### src/sv/lsdp_ram.sv
`default_nettype none
module lsdp_ram #(
  parameter int WIDTH = 32,
  parameter int DEPTH = 64
) (
  input  wire logic                     clk,
  input  wire logic                     we,
  input  wire logic [$clog2(DEPTH)-1:0] waddr,
  input  wire logic [WIDTH-1:0]         wdata,
  input  wire logic [$clog2(DEPTH)-1:0] raddr,
  output logic      [WIDTH-1:0]         rdata
);

  logic [WIDTH-1:0] mem [DEPTH];

  always_ff @(posedge clk) begin
    if (we) begin
      mem[waddr] <= wdata;
    end
    rdata <= mem[raddr];
  end

endmodule
`default_nettype wire

### config.mk
export PLATFORM = sky130hd
export DESIGN_NAME = lsdp_ram
export DESIGN_NICKNAME = d
export VERILOG_FILES = /design/src/sv/lsdp_ram.sv
export SDC_FILE = /design/constraint.sdc
export NUM_CORES = 2
export LEC_CHECK = 0
export BUFFER_PORTS_ARGS = -buffer_cell sky130_fd_sc_hd__buf_4
export CORE_AREA = 2 2 499 253
export DETAILED_ROUTE_END_ITERATION = 10
export DIE_AREA = 0 0 501 255
export HOLD_SLACK_MARGIN = 0.03
export PLACE_DENSITY_LB_ADDON = 0.05
export SYNTH_ARGS = -nofsm -noshare
export SYNTH_HDL_FRONTEND = slang
export SYNTH_SLANG_ARGS = --single-unit
### constraint.sdc
create_clock -name clk -period 8.05 [get_ports clk]
set_input_delay 2.0125 -clock clk [delete_from_list [all_inputs] [get_ports clk]]
set_output_delay 2.0125 -clock clk [all_outputs]
set_load 0.02 [all_outputs]
==> flow_summary.ini <==
[status]
status = completed

[place]
place_ws_ps = 2570
dpl.hpwl_microns = 111000
placed_cells = 4969
io_buffers = 77
gp_congestion = 0.827

[timing]
hold_viol = 0
finalCritPeriodShare_pct = 57.9
clock_skew_ps = 25.3
maxSlewViolCount = 0
worst_slew_pin_slew_ps = 1250
fin_ws_ps = 3390
rsz0062_at_grt = false
slew_headroom_pct = 16.8
tns_ps = 0
max_freq_mhz = 214
finalSetupViolCount = 0
min_period_ps = 4660

[hold_path]
min_to = rdata[17]
hold_depth = 4
min_from = mem[13][17]
hold_path.class = reg2reg

[grt]
grt_overflow_total = 0
grt_usage_pct = 32.5
antenna_found_initial = 17
grt_pass1_vias = 36500
grt_max_degree = 93
grt_pass1_wl_microns = 282000

[synth]
postSynth.asyncResetShare_pct = 0
synth_edf_count = 2048
post-synth-top-area-cell = edfxtp_1
synth.distinct_cells = 34
synth_seq_cells = 2080
synth_area_leaders = edfxtp_1, mux4_2, mux2i_1, dfxtp_1, o22ai_1
netlist_instances = 3324
yosys_most_used_dff = edfxtp_1
yosysWarnings = 0
synth_area_sq_um = 78500
syn_avg_cell_area_sq_um = 23.6
ys_seq_area_share_pct = 79.1
syn_nets = 3370
synth_top_area_share_pct = 78.3

[worst_setup_path]
path_buf_inv = 3
crit_chain = buf_8, buf_4, buf_4, mux4_2, mux4_2, o22ai_1, nor2_1
crit_family = buffers and inverters
cp-end-kind = flip-flop
slowest_stage = buf_4
path_class = in2reg
worstRegToRegCells = 6
max_stage_delay_ps = 660
cp-start-kind = input pin
r2r_slack_ps = 5690
required_ps = 8690
reg2reg_from = mem[2][20]
arrival_ps = 5310
reg2reg_to = rdata[20]
crit_fanout = 65

[routing]
dr_total_vias = 37700
drt_iter0_drc = 6275
wl_per_cell_microns = 38.4
wl_microns = 203000
ant_nets = 0
via_per_inst = 7.13
dr.pass1.iters = 6
drc = 0

[floorplanning]
start_util_pct = 63.2
io_pins = 78
die_h_microns = 255
rows = 92
die_x_microns = 501
coreArea_sq_um = 124000
die-area_sq_um = 128000

[job]
maxCapViolCount = 0

[finish]
stdcell_count = 5290
drive_above_1_share_pct = 28.6
area_growth_pct = 11.2
nNetsFinal = 3542

[power]
peakVddDrop_mv = 0.232
powerDensity_nw_per_um2 = 248
p_leak_nw = 27.1

[clock_network]
path_clk_slew_ps = 70
cts_sinks = 2080
h-tree-depth = 4
numCtsBuffers = 170
ctsHoldBuffers = 0
cts_setup_buffers = 0
cts_root_buffer = clkbuf_16
clockBufferDepth = 3
cts_tree = done
clk_latency_ps = 790
post_cts_resized = 0
-- power by group --
group / internal, W / leakage [nW] / total, W / switching, W
combinational: 0.000410 / 5.65 / 0.00121 / 0.000796
clock: 0.00465 / 2.74 / 0.00841 / 0.00376
sequential: 0.0120 / 18.7 / 0.0120 / 0.0000484
-- stage by stage --
stage | util [%] | hold slack, ps | cell area, sq um | total power [W]
2_1_floorplan | - | 663 | 78500 | 0.0129
3_3_place_gp | 65.8 | 734 | 81700 | 0.0134
3_5_place_dp | 65.8 | 724 | 81700 | 0.0135
4_1_cts | 70.3 | 740 | 87300 | 0.0217
5_1_grt | 70.3 | 781 | 87300 | 0.0222
6_report | 70.3 | 737 | 87300 | 0.0216
-- kinds of logic (layout without fill, tap and decap cells) --
kind of cell	after synthesis	count (layout)	synth area share (%)
mux	637	637	16.8
other cells	0	7	0
simple gates	223	223	1.27
buf+inv	182	496	1.13
flops	2080	2080	79.1
compound gates	202	202	1.67
-- synth_stat cells (all sizes together), types with 3 or more instances --
| library cell | instances |
|---|---|
| nand3b | 5 |
| clkbuf | 74 |
| and3 | 4 |
| o22ai | 84 |
| a22oi | 12 |
| o32ai | 4 |
| a41o | 4 |
| mux2i | 93 |
| mux4 | 544 |
| dfxtp | 32 |
| or3 | 3 |
| a21oi | 62 |
| nor3 | 7 |
| nand2 | 26 |
| nor2b | 15 |
| o221ai | 27 |
| edfxtp | 2048 |
| buf | 108 |
| or3b | 5 |
| nand2b | 8 |
| or2 | 3 |
| nor2 | 137 |
| nand3 | 5 |
| a311oi | 8 |
-- worst reg2reg max path, delay by kind of cell, from the launching register on --
kind                   cells  cell delay (ps)
AO/OA/AOI/OAI              1              850
buffers and inverters      1              240
flip-flops                 1              380
multiplexers               2              600
AND/OR/NAND/NOR            2              170
-- sequential cells by signal (all words and copies together), names as in the netlist --
register	cells
rdata	32
mem	2048
-- worst max path at each step --
stage               startpoint    endpoint  slack [ps]  cells past startpoint
floorplan             waddr[3]  mem[48][0]        2880                      4
global placement      raddr[0]   rdata[16]        2580                      7
detailed placement    raddr[0]   rdata[16]        2570                      7
CTS                   raddr[0]   rdata[16]        3410                      7
global route          raddr[0]   rdata[28]        3260                      6
finish                raddr[1]   rdata[16]        3390                      7
-- layer usage --
metal	part of all wire, %	up-vias	track usage [%]	wire length, microns
met5	0.033	-	0	68
met4	2.0	10	7.44	4030
met3	15	271	10.4	29800
met2	43	2603	44.9	88000
met1	40	20300	51.4	81100
li1	-	14600	-	-
-- layout by cell type, fill, tap and decap left out, types with 2 or more instances in the layout --
cell and n:
a21oi_1 62, a22oi_1 12, a311oi_1 8, a41o_1 4, and2_1 2, and3_1 4, buf_12 12, buf_4 167
buf_8 3, bufinv_16 16, clkbuf_1 42, clkbuf_16 178, clkbuf_8 9, clkinv_1 27, clkinv_2 32, clkinvlp_4 3
dfxtp_1 32, diode_2 7, edfxtp_1 2048, inv_6 6, mux2i_1 93, mux4_2 544, nand2_1 26, nand2b_1 8
nand3_1 5, nand3b_1 5, nand4_1 2, nor2_1 75, nor2_4 62, nor2b_1 14, nor3_1 5, nor3_2 2
o221ai_1 27, o22ai_1 84, o32ai_1 4, or2_1 2, or3_1 3, or3b_1 2, or3b_2 3
-- final cells by class --
class                      instances  area (sq um)
clock inverter                    85           833
clock buffer                     229          4740
timing repair buffer             182          1540
multi-input combinational       1062         16000
tap                             1645          2060
fill                            7177         36900
antenna                            7          17.5
sequential                      2080         62100
No activity file was read; power rests on OpenSTA's default activity.
